**src/rtl/core/gsl_pkg.sv**
```systemverilog
// shared constants, codes and controller/datapath interface types
package gsl_pkg;

  localparam int DEPTH  = 4096;
  localparam int ADDR_W = $clog2(DEPTH);
  localparam int POS_W  = ADDR_W + 1;
  localparam int DATA_W = 32;
  localparam int PEEK_W = 16;
  localparam int CNT_W  = $clog2(PEEK_W + 1);

  localparam logic [POS_W-1:0] DEPTH_POS = DEPTH[POS_W-1:0];
  localparam logic [CNT_W-1:0] PEEK_N    = PEEK_W[CNT_W-1:0];

  typedef enum logic {
    CMD_WRITE  = 1'b0,
    CMD_SEARCH = 1'b1
  } command_t;

  typedef enum logic [1:0] {
    RD_LAST,
    RD_PEEK,
    RD_GAL,
    RD_MID
  } rd_sel_t;

  typedef enum logic [1:0] {
    RES_END,
    RES_BELOW,
    RES_LO
  } res_sel_t;

  typedef enum logic [3:0] {
    S_IDLE,
    S_CHECK,
    S_LAST,
    S_PEEK,
    S_PEEK_LAST,
    S_PEEK_DEC,
    S_GAL,
    S_GAL_CMP,
    S_BIS,
    S_BIS_CMP,
    S_DONE
  } state_t;

  typedef struct packed {
    logic     ld_req;
    rd_sel_t  rd_sel;
    logic     peek_init;
    logic     peek_issue;
    logic     gal_init;
    logic     gal_dbl;
    logic     bis_from_end;
    logic     bis_from_peek;
    logic     mid_ld;
    logic     bis_lo;
    logic     bis_hi;
    logic     res_ld;
    res_sel_t res_sel;
    logic     out_ld;
  } dp_cmd_t;

  typedef struct packed {
    logic empty;
    logic lt;
    logic peek_last;
    logic below_full;
    logic gal_over;
    logic bis_open;
    logic out_free;
  } dp_sts_t;

endpackage

```
**src/rtl/core/gsl_ctrl.sv**
```systemverilog
// search sequencer: last check, peek, gallop, bisection
module gsl_ctrl (
  input  logic              clk,
  input  logic              rst_n,
  input  logic              search_req,
  input  gsl_pkg::dp_sts_t  sts,
  output gsl_pkg::dp_cmd_t  cmd,
  output logic              busy
);

  gsl_pkg::state_t state_r, state_nxt;

  always_ff @(posedge clk) begin
    if (!rst_n) begin
      state_r <= gsl_pkg::S_IDLE;
    end else begin
      state_r <= state_nxt;
    end
  end

  always_comb begin
    state_nxt = state_r;
    cmd       = '0;
    cmd.rd_sel  = gsl_pkg::RD_MID;
    cmd.res_sel = gsl_pkg::RES_END;
    case (state_r)
      gsl_pkg::S_IDLE: begin
        if (search_req) begin
          cmd.ld_req = 1'b1;
          state_nxt  = gsl_pkg::S_CHECK;
        end
      end
      gsl_pkg::S_CHECK: begin
        if (sts.empty) begin
          cmd.res_ld  = 1'b1;
          cmd.res_sel = gsl_pkg::RES_END;
          state_nxt   = gsl_pkg::S_DONE;
        end else begin
          cmd.rd_sel = gsl_pkg::RD_LAST;
          state_nxt  = gsl_pkg::S_LAST;
        end
      end
      gsl_pkg::S_LAST: begin
        if (sts.lt) begin
          cmd.res_ld  = 1'b1;
          cmd.res_sel = gsl_pkg::RES_END;
          state_nxt   = gsl_pkg::S_DONE;
        end else begin
          cmd.peek_init = 1'b1;
          state_nxt     = gsl_pkg::S_PEEK;
        end
      end
      gsl_pkg::S_PEEK: begin
        cmd.rd_sel     = gsl_pkg::RD_PEEK;
        cmd.peek_issue = 1'b1;
        if (sts.peek_last) begin
          state_nxt = gsl_pkg::S_PEEK_LAST;
        end
      end
      gsl_pkg::S_PEEK_LAST: begin
        state_nxt = gsl_pkg::S_PEEK_DEC;
      end
      gsl_pkg::S_PEEK_DEC: begin
        if (!sts.below_full) begin
          cmd.res_ld  = 1'b1;
          cmd.res_sel = gsl_pkg::RES_BELOW;
          state_nxt   = gsl_pkg::S_DONE;
        end else begin
          cmd.gal_init = 1'b1;
          state_nxt    = gsl_pkg::S_GAL;
        end
      end
      gsl_pkg::S_GAL: begin
        if (sts.gal_over) begin
          cmd.bis_from_end = 1'b1;
          state_nxt        = gsl_pkg::S_BIS;
        end else begin
          cmd.rd_sel = gsl_pkg::RD_GAL;
          state_nxt  = gsl_pkg::S_GAL_CMP;
        end
      end
      gsl_pkg::S_GAL_CMP: begin
        if (sts.lt) begin
          cmd.gal_dbl = 1'b1;
          state_nxt   = gsl_pkg::S_GAL;
        end else begin
          cmd.bis_from_peek = 1'b1;
          state_nxt         = gsl_pkg::S_BIS;
        end
      end
      gsl_pkg::S_BIS: begin
        if (sts.bis_open) begin
          cmd.rd_sel = gsl_pkg::RD_MID;
          cmd.mid_ld = 1'b1;
          state_nxt  = gsl_pkg::S_BIS_CMP;
        end else begin
          cmd.res_ld  = 1'b1;
          cmd.res_sel = gsl_pkg::RES_LO;
          state_nxt   = gsl_pkg::S_DONE;
        end
      end
      gsl_pkg::S_BIS_CMP: begin
        if (sts.lt) begin
          cmd.bis_lo = 1'b1;
        end else begin
          cmd.bis_hi = 1'b1;
        end
        state_nxt = gsl_pkg::S_BIS;
      end
      gsl_pkg::S_DONE: begin
        if (sts.out_free) begin
          cmd.out_ld = 1'b1;
          state_nxt  = gsl_pkg::S_IDLE;
        end
      end
      default: begin
        state_nxt = gsl_pkg::S_IDLE;
      end
    endcase
  end

  assign busy = (state_r != gsl_pkg::S_IDLE);

endmodule

```
**config.mk**
```make
export PLATFORM = sky130hd
export DESIGN_NAME = gsl_ctrl
export DESIGN_NICKNAME = d
export VERILOG_FILES = /design/src/rtl/core/gsl_pkg.sv /design/src/rtl/core/gsl_ctrl.sv
export SDC_FILE = /design/constraint.sdc
export NUM_CORES = 1
export LEC_CHECK = 0
export ABC_CLOCK_PERIOD_IN_PS = 2000
export BUFFER_PORTS_ARGS = -buffer_cell sky130_fd_sc_hd__buf_4
export CAP_MARGIN = 20
export CORE_AREA = 3 3 40 42
export CTS_CLUSTER_DIAMETER = 40
export DETAILED_ROUTE_END_ITERATION = 8
export DIE_AREA = 0 0 43 45
export GPL_TIMING_DRIVEN = 0
export PLACE_DENSITY_LB_ADDON = 0.15
export SYNTH_ARGS = -nofsm -noshare
export SYNTH_HDL_FRONTEND = slang
export SYNTH_SLANG_ARGS = --single-unit
```
**constraint.sdc**
```tcl
create_clock -name clk -period 2 [get_ports clk]
set_input_delay 0.6 -clock clk [delete_from_list [all_inputs] [get_ports clk]]
set_output_delay 0.6 -clock clk [all_outputs]
set_load 0.005 [all_outputs]
```
# [Yosys cells after proc, flatten, opt, wreduce, memory -nomap -nowiden]
# Cells that the tools add are included.
[totals] in_bits=10 out_inout_bits=17 wordCells=52 regBits=4
[classes] n_reduce_logical=3 n_eq_ne=13 n_mux=35
[ops] cell="case mux 4 bit (11 select lines)" count=1
[ops] cell="two-way mux 4 bit" count=8
[ops] cell="two-way mux 1 bit" count=17
[ops] cell="== test 4 x 3 -> 1 bit, second input constant" count=4
[ops] cell="== test 4 bit, second input constant" count=3
[ops] cell="two-way mux 3 bit" count=4
[ops] cell="case mux 3 bit (4 select lines)" count=1
[ops] cell="== test 4 x 2 -> 1 bit, second input constant" count=2
[ops] cell="two-way mux 2 bit" count=3
[ops] cell="!= test 2 bit, second input constant" count=3
[ops] cell="case mux 2 bit (3 select lines)" count=1
[ops] cell="== test 4 x 1 -> 1 bit, second input constant" count=1
[ops] cell="logical NOT 4 bit" count=1
[ops] cell="nonzero test 4 bit" count=1
[ops] cell="AND reduction 3 bit" count=1

# [Logic depth before layout (Yosys ltp)]
# Gate-level depths: netlist of run 1.
[depth] ltp_word=3 depth_mapped=5 ltp_nobuf=4

# [Worst setup path after synthesis of run 1]
# OpenSTA, ideal clock, no wires.
[synth_path] path_type="input port to output port" start="in sts[3] in the netlist's numbering" end="out cmd[3] in the netlist's numbering" arrival_time_ns=1.049 cell_stages=3 path_buffers=0 path_slack_ns=0.351 cell_sequence="nor4_2 a21oi_1 o21ai_0"
[synth_rtl] element="from (decl)" line_no="gsl_ctrl.sv:6" text="input gsl_pkg::dp_sts_t sts,"
[synth_rtl] element="to (decl)" line_no="gsl_ctrl.sv:7" text="output gsl_pkg::dp_cmd_t cmd,"

==> results of run 1 <==
report_power, final:
group	internal (mW)	switching (mW)	leakage (nW)	total (mW)
clock network	0.0669	0.0298	0.0138	0.0966
registers	0.115	0.0493	0.0338	0.165
logic	0.294	0.300	0.306	0.594
final cells by class:
| cell class | instances | area, µm² | share of cell area |
|---|---|---|---|
| clock buffer | 3 | 22.5 | 0.0292 |
| multi-input combinational | 64 | 387 | 0.501 |
| inverter | 4 | 15.0 | 0.0194 |
| tap | 15 | 18.8 | 0.0243 |
| timing repair buffer | 27 | 203 | 0.263 |
| sequential | 4 | 85.1 | 0.110 |
| buffer | 5 | 41.3 | 0.0535 |
metrics by stage:
step,util,worst slack [ns]
2_1_floorplan,-,0.351
3_5_place_dp,0.549,0.0273
4_1_cts,0.583,-0.0432
3_3_place_gp,0.549,0.0144
5_1_grt,0.601,-0.0633
6_report,0.601,0.0419
cells in the mapped netlist (all sizes together):
master,number,area (µm²)
nor2,11,41.3
nand2,10,40.0
nand2b,6,37.5
o21ai,6,30.0
buf,5,27.5
dfxtp,4,80.1
inv,4,15.0
and3,3,18.8
nor2b,3,18.8
nor3,3,15.0
a21oi,2,10.0
nand3,2,10.0
nand3b,2,15.0
nor4,2,18.8
a2111o,1,11.3
a211oi,1,7.51
a21o,1,7.51
a22oi,1,7.51
a32oi,1,8.76
a41oi,1,8.76
and2,1,6.26
and2b,1,7.51
and4,1,8.76
o21a,1,7.51
o22ai,1,6.26
o311a,1,10.0
o31ai,1,7.51
o32ai,1,8.76
cell usage in the layout, fill, tap and decap left out, drive strengths merged, types with 2 or more instances in the layout:
cell type / n
nor3: 3
nand3b: 2
dfxtp: 4
clkbuf: 3
nor2: 11
a21oi: 2
nor4: 2
o21ai: 6
inv: 4
nand2b: 6
and3: 3
nand3: 2
nand2: 10
buf: 32
nor2b: 3
logic make-up (layout without fill, tap and decap cells):
kind of cell | after synthesis | count (layout) | synth area share
AOI/OAI and AO/OA | 19 | 19 | 0.267
and+or+nand+nor | 45 | 45 | 0.483
DFF | 4 | 4 | 0.163
buffers and inverters | 9 | 39 | 0.0865
repair_timing:
item                                    CTS  global route
gates resized for setup                   6             8
pin swaps                                 2             1
hold endpoints to repair                  0             0
buffers inserted                          1             0
endpoints found under the setup margin    2             6
worst max-delay path by stage:
stage                    start  endpoint  slack [ns]  cells after the start
finish              state_r[2]    cmd[3]        0.04                      6
global route        state_r[2]    cmd[3]       -0.06                      6
CTS                 state_r[2]   cmd[13]       -0.04                      6
detailed placement      sts[5]    cmd[3]        0.03                      6
global placement    state_r[0]    cmd[3]        0.01                      6
floorplan               sts[3]    cmd[3]        0.35                      3
routing by layer:
layer | track usage | up-vias
met3 | 0.0637 | 0
li1 | - | 333
met5 | 0 | -
met4 | 0 | 0
met2 | 0.275 | 29
met1 | 0.233 | 312
==> results.toml, run 1 <==
[sta]
finalHoldViolations = 0
layout_min_cycle_time_ns = 1.96
max_clock_freq_ghz = 0.511
fin_worst_hold_slack_ns = 0.620
fin_setup_tns_ns = 0
finalMaxSlewViolations = 0
setup_violations = 0
tightestPinTransition_ns = 0.263
rsz0062_at_grt = "true"
layout_worst_path_cycle_share = 0.979
max_slew_margin = 0.824
final.setup_skew_ns = 0.00338

[die]
floorplan.io_pins = 27
dieWidth_um = 43
design.die.area_um2 = 1940
fp-row-count = 13
initial_core_util = 0.383
fp.coreArea_um2 = 1280
fp.dieH_um = 45

[worst_setup_path]
timing.critical_path.from_type = "flop"
r2r-end = "state_r[2]"
reg2reg_setup_slack_ns = 0.68
critical_path.most_common_cell = "buf_4"
critPathMaxStageDelay_ns = 0.30
crit_required_ns = 1.40
timing.setup.critical_path_class = "flop to output pin"
crit_slowest_cell = "dfxtp_1"
path_cells = "buf_4 -> inv_1 -> nor4_4 -> a21oi_2 -> o21ai_1 -> buf_4"
cp_num_buf_inv = 3
setup.worst_path.end_class = "output pin"
crit_path_max_fanout = 9
worst-endpoint-arrival_ns = 1.36
worst-r2r-cell-count = 5
timing.critical_path.max_delay_family = "buffers and inverters"
reg2reg_from = "state_r[2]"

[power]
power_density_nw_per_um2 = 1110
power.total_mw = 0.856
power.ir.vdd_worst_mv = 0.627
p_leak_nw = 0.353

[yosys]
synthesis.area_um2 = 492
synth_cells = 77
synth_nets = 87
synth_area_per_cell_um2 = 6.39
ys_seq_area_frac = 0.163
synth_seq_cells = 4
synth_cell_types = 32
synthesis.yosys.warnings = 0

[min_path]
worst_min_path_class = "primary input to flop"
holdPathEnd = "state_r[0]"
whs_path_depth = 2
worstHoldStart = "rst_n"

[finish]
layout.nets = 119
layoutNonFillerInstCount = 122
max_flop_register = "state_r"
area_delta_synth_final_pct = 57.0
post_route_cells_drive_above_1_share = 0.393
fillCellCount = 147
finalInstanceArea_um2 = 772
diodes = 0
flip_flop_count_of_the_largest_register_all_copies_and_words_added = 4
reg.largest.list = "state_r (4)"

[drt]
met2RoutedLength_um = 729
drcViolationCount = 0
detail_route.first_pass.iterations = 4
route.detailed.wl_per_inst_um = 12.9
met1_length_um = 682
dr.max_layer_used = "met3"
drt_first_iter_violations = 33
routed_via_density = 5.52
wl_met3_um = 161
final_antenna_net_count = 0
total_number_of_vias = 674
wirelength_mm = 1.57

[cts]
tritoncts_clock_tree = "done"
clock_tree.root_cell = "clkbuf_4"
clk_path_buf_depth = 2
clkLatencyLatePin_ns = 0.23
cts.htree.levels = 1
clkTransAtPathRegs_ns = 0.04
cts_hold_buf = 0
cts_sinks = 4
cts-buffers-inserted = 3

[placed_design]
port_buffers = 26
gp_congestion = 0.920
post_dp_cell_area_um2 = 706
placed_cells = 118
place.detailed.hpwl_mm = 1.18

[grt]
grt_antenna_before_repair = 0
first_global_vias = 590
globalRouteTotalUtil = 0.170
maximum_number_of_pins_on_one_net_before_global_route_repair = 11
grt_pass1_wl_mm = 2.57
overflow = 0

[outcome]
outcome = "completed"

[flow_run]
max_cap_violations = 0
(Power assumes the default switching activity.)
==> run 2, diff against run 1 <==
Settings changed: CELL_PAD_IN_SITES_DETAIL_PLACEMENT from default to 0, CELL_PAD_IN_SITES_GLOBAL_PLACEMENT from default to 2, CORE_AREA 3 3 40 42 to default, CORE_MARGIN from default to 3, CORE_UTILIZATION from default to 20, DIE_AREA 0 0 43 45 to default, PLACE_DENSITY_LB_ADDON 0.15 to 0.25.
==> run 2 against run 1 <==
Compared with the run above: first-iteration DRC count fell by 39%; register-to-register slack worse by 0.10 ns; die area increased by 60%; total power grew 7.2%; critical path depth unchanged; non-clock buffer count up 5; global-route usage shrank 5.5 points; sequential power rose by 3%; sequential share of layout area shrank 0.73 points; critical endpoint unchanged.
==> results.toml, run 2 (synthesis results as in run 1) <==
[outcome]
outcome = "completed"

[sta]
max_clock_freq_ghz = 0.509
finalHoldViolations = 0
rsz0062_at_grt = "true"
layout_min_cycle_time_ns = 1.97
setup_violations = 0
finalMaxSlewViolations = 0
max_slew_margin = 0.817
fin_worst_hold_slack_ns = 0.613
layout_worst_path_cycle_share = 0.983
final.setup_skew_ns = 0.0000949
tightestPinTransition_ns = 0.274

[grt]
overflow = 0
grt_antenna_before_repair = 0
globalRouteTotalUtil = 0.115
maximum_number_of_pins_on_one_net_before_global_route_repair = 11
first_global_vias = 679
grt_pass1_wl_mm = 2.96

[worst_setup_path]
worst-endpoint-arrival_ns = 1.37
crit_required_ns = 1.40
timing.setup.critical_path_class = "flop to output pin"
setup.worst_path.end_class = "output pin"
critical_path_sink = "cmd[3]"
critPathMaxStageDelay_ns = 0.31
timing.critical_path.max_delay_family = "buffers and inverters"
worst-r2r-cell-count = 6
path_cells = "buf_6 -> clkinvlp_4 -> nor4_4 -> a21oi_2 -> o21ai_1 -> buf_4"
setup_crit_start = "state_r[2]"
reg2reg_setup_slack_ns = 0.58
crit_slowest_cell = "dfxtp_2"
reg2reg_from = "state_r[2]"
cp_num_buf_inv = 3
timing.critical_path.from_type = "flop"
r2r-end = "state_r[2]"
timing.critical_path.depth = 6
crit_path_max_fanout = 8

[power]
power.ir.vdd_worst_mv = 0.420
power.total_mw = 0.917
power.sequential.fraction = 0.186
swShare = 0.444
p_leak_nw = 0.384
power_density_nw_per_um2 = 1080
p_int_mw = 0.510
clkPwrFrac = 0.113
total_switching_power_mw = 0.407
logic_pwr_share = 0.701

[finish]
flip_flop_count_of_the_largest_register_all_copies_and_words_added = 4
max_flop_register = "state_r"
post_route_cells_drive_above_1_share = 0.455
diodes = 0
final_common_cell = "buf_4"
layout.nets = 124
reg.largest.list = "state_r (4)"
fillCellCount = 262
layout.cells.most_common_list = "buf_4, nor2_1, nand2_1"
area_delta_synth_final_pct = 73.0

[die]
fp.coreArea_um2 = 2280
dieWidth_um = 55.6
initial_core_util = 0.216
floorplan.io_pins = 27
design.die.area_um2 = 3090
fp.dieH_um = 55.6
fp-row-count = 17

[drt]
drt_first_iter_violations = 20
route.detailed.wl_per_inst_um = 13.2
final_antenna_net_count = 0
routed_via_density = 5.10
total_number_of_vias = 714
detail_route.first_pass.iterations = 4
wirelength_mm = 1.84
drcViolationCount = 0

[flow_run]
max_cap_violations = 0

[cts]
cts.htree.levels = 1
cts-buffers-inserted = 3
tritoncts_clock_tree = "done"
clkLatencyLatePin_ns = 0.24
clock_tree.root_cell = "clkbuf_4"
clkTransAtPathRegs_ns = 0.04
clk_path_buf_depth = 2
cts_sinks = 4
cts_hold_buf = 0

[placed_design]
gp_congestion = 0.788
port_buffers = 26
place.detailed.hpwl_mm = 1.36

[min_path]
worst_min_path_class = "primary input to flop"
worstHoldStart = "rst_n"
[run 2: per-stage QoR]
step / worst slack, ns / instances / setup TNS (ns) / util / cell area [µm²]
finish: 0.0338 / 140 / 0 / 0.374 / 851
CTS: 0.00263 / 135 / 0 / 0.351 / 800
detailed placement: 0.0291 / 131 / 0 / 0.317 / 722
global route: -0.0397 / 140 / -0.0954 / 0.374 / 851
global placement: 0.0264 / 131 / 0 / 0.317 / 722
floorplan: 0.351 / 77 / 0 / - / 492
[run 2: final cells by class]
type | instances | area, µm² | share of cell area
Clock buffer | 3 | 22.5 | 0.0265
Inverter | 4 | 18.8 | 0.0221
Multi-Input combinational cell | 64 | 394 | 0.463
Buffer | 5 | 52.6 | 0.0618
Tap cell | 28 | 35.0 | 0.0412
Sequential cell | 4 | 87.6 | 0.103
Timing Repair Buffer | 32 | 240 | 0.282
[run 2: worst min path at each step]
stage,to,slack (ns),depth (start not counted)
after global placement,state_r[1],0.73,4
after global routing,state_r[0],0.61,2
after CTS,state_r[0],0.61,2
after detailed placement,state_r[1],0.72,3
after floorplan,state_r[1],0.63,3
final,state_r[0],0.61,2
[run 2: power groups by stage]
stage / registers (mW) / clock network, mW / logic [mW]
2_1_floorplan: 0.138 / 0 / 0.346
3_3_place_gp: 0.154 / 0 / 0.554
3_5_place_dp: 0.151 / 0 / 0.550
4_1_cts: 0.162 / 0.104 / 0.607
5_1_grt: 0.175 / 0.108 / 0.708
6_report: 0.170 / 0.104 / 0.643
[run 2: timing repair]
action | in CTS | in global routing
gates resized for setup | 15 | 6
pin swaps | 2 | 2
buffers inserted | 1 | 5
endpoints found under the setup margin | 4 | 4
gates cloned | 0 | 0
[run 2: layer usage]
| layer | GRT usage | share of wire |
|---|---|---|
| met1 | 0.148 | 0.45 |
| met2 | 0.189 | 0.47 |
| met3 | 0.0116 | 0.062 |
| met4 | 0.0590 | 0.012 |
| met5 | 0 | 0 |
==> run 3, diff against run 2 <==
Settings changed: SETUP_SLACK_MARGIN from default to 0.5.
==> run 3 against run 2 <==
Compared with the run above: clock power about the same; maximum frequency grew 2.7%; routed wire length increased by 13%.
==> results.toml, run 3 (synthesis results as in run 1) <==
[outcome]
outcome = "completed"

[worst_setup_path]
crit_required_ns = 1.40
crit_path_max_fanout = 5
reg2reg_from = "state_r[3]"
worst-endpoint-arrival_ns = 1.31
timing.setup.critical_path_class = "flop to output pin"
setup.worst_path.end_class = "output pin"
timing.critical_path.from_type = "flop"
reg2reg_setup_slack_ns = 0.57
setup_crit_start = "state_r[3]"
critical_path_sink = "cmd[3]"
worst-r2r-cell-count = 6
r2r-end = "state_r[2]"

[drt]
wirelength_mm = 2.08
total_number_of_vias = 762
detail_route.first_pass.iterations = 4
routed_via_density = 4.82
drcViolationCount = 0
drt_first_iter_violations = 9
route.detailed.wl_per_inst_um = 13.2
final_antenna_net_count = 0

[sta]
tightestPinTransition_ns = 0.289
layout_min_cycle_time_ns = 1.91
setup_violations = 0
finalHoldViolations = 0
layout_worst_path_cycle_share = 0.957
max_slew_margin = 0.807
fin_setup_tns_ns = 0
setup_slack_ns = 0.0861
rsz0062_at_grt = "true"
final.setup_skew_ns = 0.00879
max_clock_freq_ghz = 0.522
finalMaxSlewViolations = 0

[grt]
first_global_vias = 750
grt_antenna_before_repair = 0
globalRouteTotalUtil = 0.133
grt_pass1_wl_mm = 3.40
maximum_number_of_pins_on_one_net_before_global_route_repair = 9
overflow = 0

[flow_run]
max_cap_violations = 0

[finish]
layout.nets = 142
reg.largest.list = "state_r (4)"
diodes = 0
layout.cells.most_common_list = "buf_4, buf_6, nand2_1, nor2_1, nand2b_1"
area_delta_synth_final_pct = 127
flip_flop_count_of_the_largest_register_all_copies_and_words_added = 4
post_route_cells_drive_above_1_share = 0.638
final_common_cell = "buf_4"
max_flop_register = "state_r"

[die]
design.die.area_um2 = 3090
fp.coreArea_um2 = 2280
initial_core_util = 0.216
floorplan.io_pins = 27
fp-row-count = 17
dieWidth_um = 55.6
fp.dieH_um = 55.6

[cts]
clk_path_buf_depth = 2
cts.htree.levels = 1
cts-buffers-inserted = 3
clkLatencyLatePin_ns = 0.24
cts_sinks = 4
tritoncts_clock_tree = "done"
clkTransAtPathRegs_ns = 0.05
clock_tree.root_cell = "clkbuf_4"

[placed_design]
port_buffers = 26
gp_congestion = 0.798
place.detailed.hpwl_mm = 1.35
placement.setup.worst_slack_ns = 0.0473

[power]
power_density_nw_per_um2 = 1210
power.ir.vdd_worst_mv = 0.663
p_leak_nw = 0.500

[min_path]
worst_min_path_class = "primary input to flop"
worstHoldStart = "rst_n"
## run 3: cell count changes in the layout (fill, tap and decap cells not counted), moves of 2 or more
| cell | change |
|---|---|
| dfxtp_4 | +2 |
| and3_4 | +2 |
| buf_4 | +11 |
| and3_1 | -2 |
| nor2_4 | +2 |
| buf_8 | +2 |
| nor3_2 | +2 |
| buf_6 | +5 |
| nor3_1 | -2 |
| nand2_1 | -2 |
| dfxtp_2 | -2 |
| nor2_1 | -3 |
## run 3: metrics by stage
step | total power [mW] | util | area, µm² | hold slack, ns | std cells
after floorplan | 0.531 | - | 522 | 0.603 | 77
after global routing | 1.44 | 0.490 | 1110 | 0.641 | 158
after CTS | 1.21 | 0.447 | 1020 | 0.624 | 151
after global placement | 0.765 | 0.330 | 752 | 0.701 | 131
final | 1.35 | 0.490 | 1110 | 0.630 | 158
after detailed placement | 0.752 | 0.330 | 752 | 0.672 | 131
## run 3: timing repair
| item | 4_1_cts | 5_1_grt |
|---|---|---|
| gates cloned | 0 | 0 |
| hold buffers | 0 | 0 |
| setup endpoints to repair | 17 | 17 |
| pin swaps | 6 | 6 |
| gates resized for setup | 34 | 11 |
| buffers inserted | 17 | 7 |
## run 3: cell type report
cell class	instances	area [µm²]
repair buffers	50	398
clock buffers	3	22.5
plain buffers	5	63.8
fillers	223	1160
flip-flops and latches	4	92.6
well taps	28	35.0
multi-input cells	64	480
inverters	4	22.5
## run 3: power breakdown
| part | switching, mW | internal [mW] |
|---|---|---|
| registers | 0.0488 | 0.124 |
| logic | 0.460 | 0.609 |
| clock network | 0.0368 | 0.0674 |
## run 3: worst min path at each step
stage,to,slack (ns),depth (start not counted)
finish,state_r[0],0.63,2
global route,state_r[0],0.64,2
CTS,state_r[0],0.62,2
detailed placement,state_r[1],0.67,3
global placement,state_r[1],0.70,3
floorplan,state_r[1],0.60,3
## run 3: metal layers
layer,track usage,part of all wire,up-vias
li1,-,-,382
met3,0.0162,0.054,0
met2,0.223,0.50,26
met1,0.175,0.45,354
met5,0,0,-
met4,0.0417,0,0
## run 3: worst max-delay path: stages (launching register included)
cell and delay [ns]:
dfxtp_4 0.35, nand2b_4 0.14, buf_8 0.12, nor4_4 0.16, a21oi_2 0.08, o21ai_1 0.09
buf_4 0.13
